===== config.mk =====
export PLATFORM = sky130hd
export DESIGN_NAME = usp_cell
export DESIGN_NICKNAME = d
export VERILOG_FILES = /design/src/rtl/usp_pkg.sv /design/src/rtl/usp_cell.sv
export SDC_FILE = /design/constraint.sdc
export NUM_CORES = 1
export LEC_CHECK = 0
export BUFFER_PORTS_ARGS = -buffer_cell sky130_fd_sc_hd__buf_2
export CORE_ASPECT_RATIO = 1.25
export CORE_UTILIZATION = 49
export DETAILED_ROUTE_END_ITERATION = 10
export PLACE_DENSITY_LB_ADDON = 0.25
export REMOVE_ABC_BUFFERS = 1
export SETUP_SLACK_MARGIN = 0.05
export SYNTH_ARGS = -nofsm -noshare
export SYNTH_HDL_FRONTEND = slang
export SYNTH_SLANG_ARGS = --single-unit
export TNS_END_PERCENT = 10

===== constraint.sdc =====
create_clock -name clk -period 2.8 [get_ports clk]
set_input_delay 0.56 -clock clk [delete_from_list [all_inputs] [get_ports clk]]
set_output_delay 0.56 -clock clk [all_outputs]
set_load 0.05 [all_outputs]

===== src/rtl/usp_pkg.sv =====
// ----------------------------------------------------------------------------
// usp_pkg
// Shared types and constants of the unit-step plateau increment block.
// ----------------------------------------------------------------------------
package usp_pkg;

    localparam int INDEX_W   = 6;
    localparam int LEN_W     = 7;
    localparam int POS_OUT_W = 7;
    localparam int READ_W    = 16;

    typedef logic [INDEX_W-1:0]   index_t;
    typedef logic [LEN_W-1:0]     len_t;
    typedef logic [POS_OUT_W-1:0] pos_out_t;
    typedef logic [READ_W-1:0]    read_t;

    localparam len_t LEN_RESET = len_t'(64);

    typedef enum logic
    {
        OP_READ = 1'b0,
        OP_INC  = 1'b1
    } op_t;

    typedef enum logic [1:0]
    {
        STATUS_OK       = 2'd0,
        STATUS_RANGE    = 2'd1,
        STATUS_OVERFLOW = 2'd2
    } status_t;

    // broadcast from the controller to every cell
    typedef struct packed
    {
        logic   clear;
        logic   inc;
        index_t index;
    } cell_ctrl_t;

endpackage


===== src/rtl/usp_cell.sv =====
// ----------------------------------------------------------------------------
// usp_cell
// One sequence element: holds its counter, compares it against the broadcast
// value and passes its compare flags on to the right-hand neighbour.
// ----------------------------------------------------------------------------
module usp_cell #(
    parameter int VALUE_WIDTH = 16,
    parameter int POS         = 0
) (
    input  logic                    clk,
    input  logic                    rst_n,
    input  usp_pkg::cell_ctrl_t     ctrl,
    input  logic [VALUE_WIDTH-1:0]  old_value,
    input  logic                    gt_left,
    input  logic                    gt2_left,
    output logic                    gt,
    output logic                    gt2,
    output logic                    start_hit,
    output logic                    merge_hit,
    output logic [VALUE_WIDTH-1:0]  sel_value
);

    logic [VALUE_WIDTH-1:0] value_reg;
    logic [VALUE_WIDTH-1:0] value_next;
    logic                   at_or_below;
    logic                   selected;
    logic                   raise;

    assign at_or_below = (POS <= int'(ctrl.index));
    assign selected    = (POS == int'(ctrl.index));

    assign gt  = (value_reg > old_value);
    assign gt2 = ({1'b0, value_reg} > ({1'b0, old_value} + 1'b1));

    // thermometer edges mark the plateau starts
    assign start_hit = gt_left & ~gt;
    assign merge_hit = gt2_left & ~gt2;

    assign sel_value = selected ? value_reg : '0;

    assign raise = ctrl.inc && (value_reg == old_value) && at_or_below;

    always_comb
    begin
        value_next = value_reg;
        if (ctrl.clear)
        begin
            value_next = '0;
        end
        else if (raise)
        begin
            value_next = value_reg + 1'b1;
        end
    end

    always_ff @(posedge clk or negedge rst_n)
    begin
        if (!rst_n)
        begin
            value_reg <= '0;
        end
        else
        begin
            value_reg <= value_next;
        end
    end

endmodule


==> run metrics, run 1 <==
Detailed Routing Iterations Pass 1 6; WL/cell 14.7 um; Crit. End Element output port; CTS tree built; Antenna diodes 0; GRT overflow 0; area grow syn2layout 42.3%; Req. time, crit path about 2.2 ns; Cell Area, Placed approximately 2600 um^2; fin area 2840 um^2; clk buf depth 2; post-synth cell types 40; share of layout cells above drive strength 1 a little over a third; initial DRC count between 90 and 100; minimum clock period around 3.3 ns; Switching Share 28.3%; fmax about 0.3 GHz; CTS Hold Bufs 0; critical path class in -> out; # IOs 48; initial antenna violation count 0; Worst slew margin 74.9%; violations in the final reports negative setup slack; Worst Setup Start Kind primary input; # setup viols final 2; Yosys top cell by area ha_1; Post-DP HPWL roughly 4400 um; final worst-path cycle share 117%; largest net degree at the start of global routing 18; cell area after synthesis approximately 2000 um^2; first-pass GRT wire length between 9000 and 10,000 um; Die W 59.1 um; number of port buffers 47; sequential element share of the synthesized area approximately a fifth; GRT Util Overall 27.8%; Power Dens Cells ~200 nW/um^2; Final Wtd Congestion roughly 0.89; Worst VDD drop about 0.00033 V; Final Hold Viols 0; Least-Margin Pin Slew 0.376 ns; vias in the first global route about 2,200; total of max-cap violations 0; skew final approximately 0.0020 ns; CTS clk-pin slew, worst paths ~0.060 ns; Area contributors post-synth ha_1 (21%), dfrtp_1 (20%), xnor2_1 (6.6%); fin worst setup slack -0.481 ns; Synth Warn # 0; post-route total power approximately 0.57 mW; initial core utilization roughly 52%; crit-path max FO 3; min-delay worst type in -> async; combinational share of power 29.6%; critical path arrival between 2 and 3 ns; Clock power frac roughly 30%; leakage 1.35 nW; routed wire length roughly 5700 um; via count about 2,200; synthesis-stage register bit count 16; CORE AREA ~3800 um^2; H-Tree Depth 1; Core Rows 25; chip height 73.3 um; die area approximately 4300 um^2; Reg power frac about two fifths; synthesized area per cell about 8.2 um^2; CTS root buf clkbuf_8; status complete, but fails checks; RSZ-0062 raised after global routing true; top cell type's share of synthesized area a little over a fifth; ANT nets after route 0; Final nets around 400; post-DR vias/cell 5.63; P_sw about 0.16 mW; CTS Sinks 16; Skew-Pair Late Insertion Delay between 0.2 and 0.25 ns; # DRC 0; CTS buffer count 3; Synth Instances ~240; Largest register FFs 16; Cell Int Power 0.409 mW; Max Slew Vio Count 0
==> cells in the mapped netlist <==
master           number
nor2_1               14
mux2_2                1
o21ai_0               8
a21oi_1              22
o31ai_1               6
clkdlybuf4s25_2       1
nand4b_1              1
and2_1               14
inv_1                23
o22ai_1               1
nand3_2               1
nor4_4                1
mux2i_1               1
nand3_1               9
o221a_2               1
nor3_1                6
nor4_1                8
o211ai_1              1
buf_2                 1
or3_1                 4
dfrtp_1              16
clkbuf_1              2
nand2_1              12
ha_1                 34
o21bai_1              1
nor2b_1               2
a22oi_1               1
nand4_2               4
xnor2_1              15
buf_4                 1
or3_2                 1
or4_1                 6
nand4_1              12
and3_1                1
and4_2                1
xor2_1                4
a21boi_0              1
and4_1                1
a2111oi_0             1
a211oi_1              3
==> cell usage in the layout, fill, tap and decap left out, types with 3 or more instances in the layout <==
master / n
nand3_1: 7
xor2_1: 4
and2_1: 14
or3_1: 4
buf_6: 6
ha_1: 29
nand2_1: 12
o31ai_1: 6
nor3_2: 3
buf_4: 48
ha_4: 5
buf_2: 37
nor4_1: 7
o21ai_0: 8
clkbuf_8: 3
nand4_1: 12
nor2_1: 13
dfrtp_1: 16
xnor2_1: 15
inv_1: 22
or4_1: 6
a21oi_1: 21
==> per-stage QoR <==
step                      hold WS [ns]  instances  setup TNS (ns)  util (%)  worst slack (ns)
after floorplan                  0.264        238           -3.58         -             -1.10
after global placement           0.493        382           -1.39      67.3            -0.662
after detailed placement         0.493        382           -1.54      67.3            -0.737
after CTS                        0.232        386          -0.823      71.8            -0.426
after global routing             0.239        386           -1.22      73.8            -0.618
final                            0.225        386          -0.908      73.8            -0.481
==> layout make-up <==
cell class / instances / area (um^2)
clock buffer: 3 / 41.3
tap: 54 / 67.6
multi-input combinational: 199 / 1630
sequential: 16 / 400
timing repair buffer: 91 / 613
fill: 307 / 1010
inverter: 23 / 86.3
==> kinds of logic after synthesis <==
logic type               share of synthesized area [%]
AND/OR/NAND/NOR                                   29.6
flip-flops                                        20.1
adder cells (fa/ha/maj)                           21.3
AO/OA/AOI/OAI                                     13.7
buffers and inverters                             5.83
multiplexers                                      1.07
XOR/XNOR                                          8.34
==> timing repair <==
action                                  in CTS  in global routing
endpoints found under the setup margin       4                  4
pin swaps                                   15                  3
endpoints found under the hold margin        0                  0
gates resized for setup                     26                 11
buffers inserted                             1                  0
==> worst paths after layout <==
kind / cells past startpoint / slack, ns / start / end
worst min register to register: 2 / 0.60 / value_reg[0] / value_reg[0]
worst max register to register: 8 / 0.32 / value_reg[6] / value_reg[8]
min in group clk: 2 / 0.60 / value_reg[0] / value_reg[0]
worst min-delay path: 1 / 0.23 / rst_n / value_reg[1]
worst max-delay path: 12 / -0.48 / old_value[7] / merge_hit
max in group asynchronous: 1 / 2.31 / rst_n / value_reg[7]
==> layer usage <==
metal | routed length (um) | GRT usage [%] | vias to the layer above
li1 | - | - | 1076
met1 | 2430 | 34.0 | 1011
met2 | 2880 | 49.7 | 70
met3 | 205 | 2.29 | 18
met4 | 171 | 11.4 | 0
met5 | 0 | 0 | -
==> worst max-delay path: stages <==
cell	delay, ns
buf_6	0.07
nand4_1	0.16
buf_4	0.19
nor3_4	0.21
nand4_1	0.14
xnor2_1	0.16
ha_1	0.30
nand4_1	0.14
nor4_1	0.27
a22oi_1	0.13
a21boi_1	0.17
buf_4	0.22
==> power by group through the flow <==
stage / Sequential (mW) / Clock, mW / Combinational [mW]
floorplan: 0.236 / 0 / 0.0618
global placement: 0.235 / 0 / 0.141
detailed placement: 0.235 / 0 / 0.144
CTS: 0.231 / 0.173 / 0.158
global route: 0.231 / 0.178 / 0.185
finish: 0.231 / 0.170 / 0.169
(Power assumes the default switching activity.)
==> run 2: changes to the inputs <==
- SKIP_CTS_REPAIR_TIMING: unset -> 1
==> run metrics, run 2 (synthesis gave the netlist of run 1 again) <==
Crit. End Element output port (unchanged); fin worst setup slack -0.535 ns (was -0.481 ns); number of port buffers 47 (unchanged); Power Dens Cells 201 nW/um^2 (about the same); status complete, but fails checks (unchanged); Final Hold Viols 0 (unchanged); min-delay worst type in -> async (unchanged); minimum clock period 3.33 ns (was 3.28 ns); Skew-Pair Late Insertion Delay 0.24 ns (about the same); first-pass GRT wire length 8850 um (was 9270 um); Final Util 72.3% (was 73.8%); Core Rows 25 (unchanged); final worst-path cycle share 119% (was 117%); CTS tree built (unchanged); P_sw 0.156 mW (was 0.162 mW); Antenna diodes 0 (unchanged); M2 GR Usage 46.5% (was 49.7%); CTS Sinks 16 (unchanged); skew final 0.000997 ns (was 0.00204 ns); Cell Int Power 0.403 mW (was 0.409 mW); GRT overflow 0 (unchanged); RR Startpoint value_reg[13] (was value_reg[6]); # DRC 0 (unchanged); via count 2,137 (was 2,175); H-Tree Depth 1 (unchanged); critical path arrival 2.77 ns (was 2.72 ns); RSZ-0062 raised after global routing true (unchanged); initial DRC count 95 (was 94); Setup TNS -1.17 ns (was -0.908 ns); register area 400 um^2 (unchanged); GR peak layer met2 (unchanged); GRT Util Overall 26.5% (was 27.8%); chip height 73.3 um (unchanged); area grow syn2layout 39.5% (was 42.3%); largest net degree at the start of global routing 18 (unchanged); CTS buffer count 3 (unchanged); fmax 0.300 GHz (was 0.305 GHz); leakage 1.35 nW (about the same); Clock power frac 30.2% (was 29.8%); Fill cells 322 (was 307); Final nets 397 (was 396); met1 capacity usage during global routing 33.8% (was 34.0%); die area 4330 um^2 (unchanged); Final Wtd Congestion 0.889 (unchanged); Switching Share 27.9% (was 28.3%); commonest cells after routing, fill and taps aside buf_4 (46), buf_2 (41), ha_1 (32) (was buf_4 (48), buf_2 (37), ha_1 (29)); most common cell after layout, fill and taps aside buf_4 (unchanged); critical path class in -> out (unchanged); CTS root buf clkbuf_8 (unchanged); WL/cell 14.2 um (was 14.7 um); clk buf depth 2 (unchanged); Post-DP HPWL 4410 um (unchanged); vias in the first global route 2,078 (was 2,177); Least-Margin Pin Slew 0.368 ns (was 0.376 ns); crit-path max FO 3 (unchanged); Worst VDD drop 0.000308 V (was 0.000326 V); # IOs 48 (unchanged); Max Slew Vio Count 0 (unchanged); CORE AREA 3850 um^2 (unchanged); routed wire length 5480 um (was 5680 um); initial core utilization 51.8% (unchanged); violations in the final reports negative setup slack (unchanged); Detailed Routing Iterations Pass 1 4 (was 6); initial antenna violation count 0 (unchanged); grt met3 use 1.41% (was 2.29%); Reg power frac 41.4% (was 40.5%); Req. time, crit path 2.24 ns (about the same); Worst Setup Start Kind primary input (unchanged); share of layout cells above drive strength 1 36.0% (was 36.4%); CP startpoint old_value[5] (was old_value[7]); Worst slew margin 75.5% (was 74.9%); total of max-cap violations 0 (unchanged); CTS clk-pin slew, worst paths 0.06 ns (about the same); # setup viols final 3 (was 2); Multi-input gate area 1580 um^2 (was 1630 um^2); Die W 59.1 um (unchanged); combinational share of power 28.4% (was 29.6%); ANT nets after route 0 (unchanged); post-DR vias/cell 5.52 (was 5.63); Largest register FFs 16 (unchanged)
## run 2: cell count changes in the layout (fill, tap and decap cells not counted), moves of 2 or more
cell / change
buf_2: +4
buf_4: -2
nor2_2: +2
nor2_1: -2
ha_1: +3
ha_4: -4
## run 2: worst max-delay path, stage by stage
cell	delay, ns
buf_2	0.09
nand4_1	0.19
buf_4	0.22
nor3_4	0.21
nand4_1	0.13
xnor2_1	0.15
ha_1	0.29
nand4_1	0.14
o21bai_1	0.09
a211oi_2	0.24
o31ai_2	0.12
a21boi_1	0.14
buf_4	0.21
## run 2: metrics by stage
stage / hold WS, ns / power (mW) / setup slack, ns / instance area, um^2 / cells
after detailed placement: 0.493 / 0.379 / -0.737 / 2590 / 382
final: 0.222 / 0.559 / -0.535 / 2780 / 387
after global routing: 0.240 / 0.584 / -0.705 / 2780 / 387
after global placement: 0.493 / 0.376 / -0.662 / 2590 / 382
after CTS: 0.232 / 0.549 / -0.747 / 2630 / 385
after floorplan: 0.264 / 0.297 / -1.10 / 1960 / 238
## run 2: area by class of cell
class                      instances  share of cell area [%]
clock buffer                       3                    1.48
inverter                          23                    3.10
multi-input combinational        199                    56.8
sequential                        16                    14.4
tap                               54                    2.43
timing repair buffer              92                    21.8
## run 2: path summary, 6_finish.rpt
kind                                      end  slack (ns)  cells past startpoint
max in group asynchronous       value_reg[15]        2.31                      1
min in group clk                 value_reg[0]        0.60                      2
worst min-delay path             value_reg[1]        0.22                      1
worst max register to register   value_reg[8]        0.30                      7
worst max-delay path                merge_hit       -0.53                     13
worst min register to register   value_reg[0]        0.60                      2
## run 2: layer usage
metal / wire (um) / part of all wire (%)
met3: 161 / 2.9
met4: 118 / 2.2
met2: 2810 / 51
met1: 2380 / 44
met5: 0 / 0
## run 2: power groups by stage
stage | clock network [mW] | logic, mW | registers [mW]
after global placement | 0 | 0.141 | 0.235
after detailed placement | 0 | 0.144 | 0.235
after global routing | 0.178 | 0.175 | 0.231
after floorplan | 0 | 0.0618 | 0.236
final | 0.169 | 0.159 | 0.231
after CTS | 0.173 | 0.145 | 0.231
==> run 3: changes to the inputs <==
- CORE_UTILIZATION: 49 -> 55
- clock period: 2.8 -> 3.2 ns (I/O delays scaled with it)
==> run metrics, run 3 (synthesis gave the netlist of run 1 again) <==
Max Slew Vio Count 0 (unchanged); worst hold margin 0.288 ns (was 0.222 ns); via count 2,068 (was 2,137); chip height 69.3 um (was 73.3 um); clk buf depth 2 (unchanged); met1 capacity usage during global routing 33.6% (was 33.8%); Switching Share 28.6% (was 27.9%); Final Wtd Congestion 0.829 (was 0.889); P_sw 0.137 mW (was 0.156 mW); Antenna diodes 0 (unchanged); CTS Sinks 16 (unchanged); # IOs 48 (unchanged); CORE AREA 3480 um^2 (was 3850 um^2); most common cell after layout, fill and taps aside buf_2 (was buf_4); GRT Util Overall 27.2% (was 26.5%); Fill cells 264 (was 322); ANT nets after route 0 (unchanged); crit-path max FO 3 (unchanged); initial core utilization 57.3% (was 51.8%); H-Tree Depth 1 (unchanged); violations in the final reports negative setup slack (unchanged); min-delay worst type in -> async (unchanged); die area 3870 um^2 (was 4330 um^2); Final nets 375 (was 397); Cell Area, Placed 2410 um^2 (was 2590 um^2); final worst-path cycle share 110%; skew final 0.00403 ns (was 0.000997 ns); Worst Setup Start Kind primary input (unchanged); M2 GR Usage 48.6% (was 46.5%); # DRC 0 (unchanged); placed cell count 346 (was 382); Die W 55.9 um (was 59.1 um); largest net degree at the start of global routing 18 (unchanged); critical path arrival 2.87 ns (was 2.77 ns); leakage 1.25 nW (was 1.35 nW); Cell Int Power 0.342 mW (was 0.403 mW); Largest register FFs 16 (unchanged); Worst slew margin 70.7% (was 75.5%); vias in the first global route 1,976 (was 2,078); commonest cells after routing, fill and taps aside buf_2 (40), ha_1 (34), buf_4 (24) (was buf_4 (46), buf_2 (41), ha_1 (32)); GR peak layer met2 (unchanged); share of layout cells above drive strength 1 30.2% (was 36.0%); Skew-Pair Late Insertion Delay 0.25 ns (was 0.24 ns); status complete, but fails checks (unchanged); grt met3 use 1.49% (was 1.41%); area grow syn2layout 28.7% (was 39.5%); Req. time, crit path 2.56 ns (was 2.24 ns); fmax around 0.29 GHz; Worst VDD drop 0.000232 V (was 0.000308 V); Reg power frac 42.2% (was 41.4%); initial antenna violation count 0 (unchanged); CTS clk-pin slew, worst paths 0.06 ns (about the same); # setup viols final 2 (was 3); Core Rows 24 (was 25); fin worst setup slack -0.305 ns (was -0.535 ns); CTS buffer count 3 (unchanged); WL/cell 14.7 um (was 14.2 um); Post-DP HPWL 4120 um (was 4410 um); CTS root buf clkbuf_8 (unchanged); CTS tree built (unchanged); routed wire length 5130 um (was 5480 um); Power Dens Cells 187 nW/um^2 (was 201 nW/um^2); total of max-cap violations 0 (unchanged); minimum clock period around 3.5 ns; post-DR vias/cell 5.91 (was 5.52); initial DRC count 45 (was 95); fin area 2570 um^2 (was 2780 um^2); combinational share of power 25.8% (was 28.4%); GRT overflow 0 (unchanged); Crit. End Element output port (unchanged); fin cells 350 (was 387); Setup TNS -0.561 ns (was -1.17 ns); critical path class in -> out (unchanged); Clock power frac 32.0% (was 30.2%); Least-Margin Pin Slew 0.436 ns (was 0.368 ns); first-pass GRT wire length 8460 um (was 8850 um); RSZ-0062 raised after global routing true (unchanged); number of port buffers 47 (unchanged); Detailed Routing Iterations Pass 1 4 (unchanged); Final Hold Viols 0 (unchanged)
## run 3: area by class of cell
cell class / count / area, um^2 / area share (%)
Tap cell: 39 / 48.8 / 1.90
Clock buffer: 3 / 41.3 / 1.61
Sequential cell: 16 / 400 / 15.6
Inverter: 23 / 86.3 / 3.36
Timing Repair Buffer: 70 / 444 / 17.3
Multi-Input combinational cell: 199 / 1550 / 60.2
## run 3: worst paths after layout
path / depth (start not counted) / end / slack, ns / startpoint
setup / recovery: 12 / merge_hit / -0.31 / old_value[5]
hold / removal: 1 / value_reg[0] / 0.29 / rst_n
setup reg to reg: 7 / value_reg[15] / 0.67 / value_reg[11]
hold reg to reg: 2 / value_reg[0] / 0.60 / value_reg[0]
max in group asynchronous: 1 / value_reg[12] / 2.64 / rst_n
min in group clk: 2 / value_reg[0] / 0.60 / value_reg[0]
## run 3: power by group through the flow
stage	logic [mW]	clock network, mW	registers [mW]
after detailed placement	0.113	0	0.206
after CTS	0.114	0.157	0.202
after floorplan	0.0541	0	0.206
after global placement	0.110	0	0.206
final	0.123	0.153	0.202
after global routing	0.136	0.164	0.202
## run 3: per-stage QoR
stage                     util [%]  power, mW  setup WS (ns)
after floorplan                  -      0.260         -0.858
after global placement        69.3      0.316         -0.423
after detailed placement      69.3      0.319         -0.485
after CTS                     70.5      0.474         -0.494
after global routing          73.7      0.502         -0.447
final                         73.7      0.479         -0.305
## run 3: routing by layer
layer	share of wire [%]	up-vias
li1	-	1043
met1	45	962
met2	50	54
met3	2.9	9
met4	2.1	0
met5	0	-
## run 3: critical path, stage by stage
cell and delay (ns):
buf_6 0.07, nand4_1 0.19, buf_4 0.21, nor3_4 0.22
nand4_1 0.14, xnor2_1 0.15, ha_1 0.30, nand4_1 0.16
nor4_1 0.28, a22oi_1 0.14, a21boi_1 0.16, buf_4 0.21
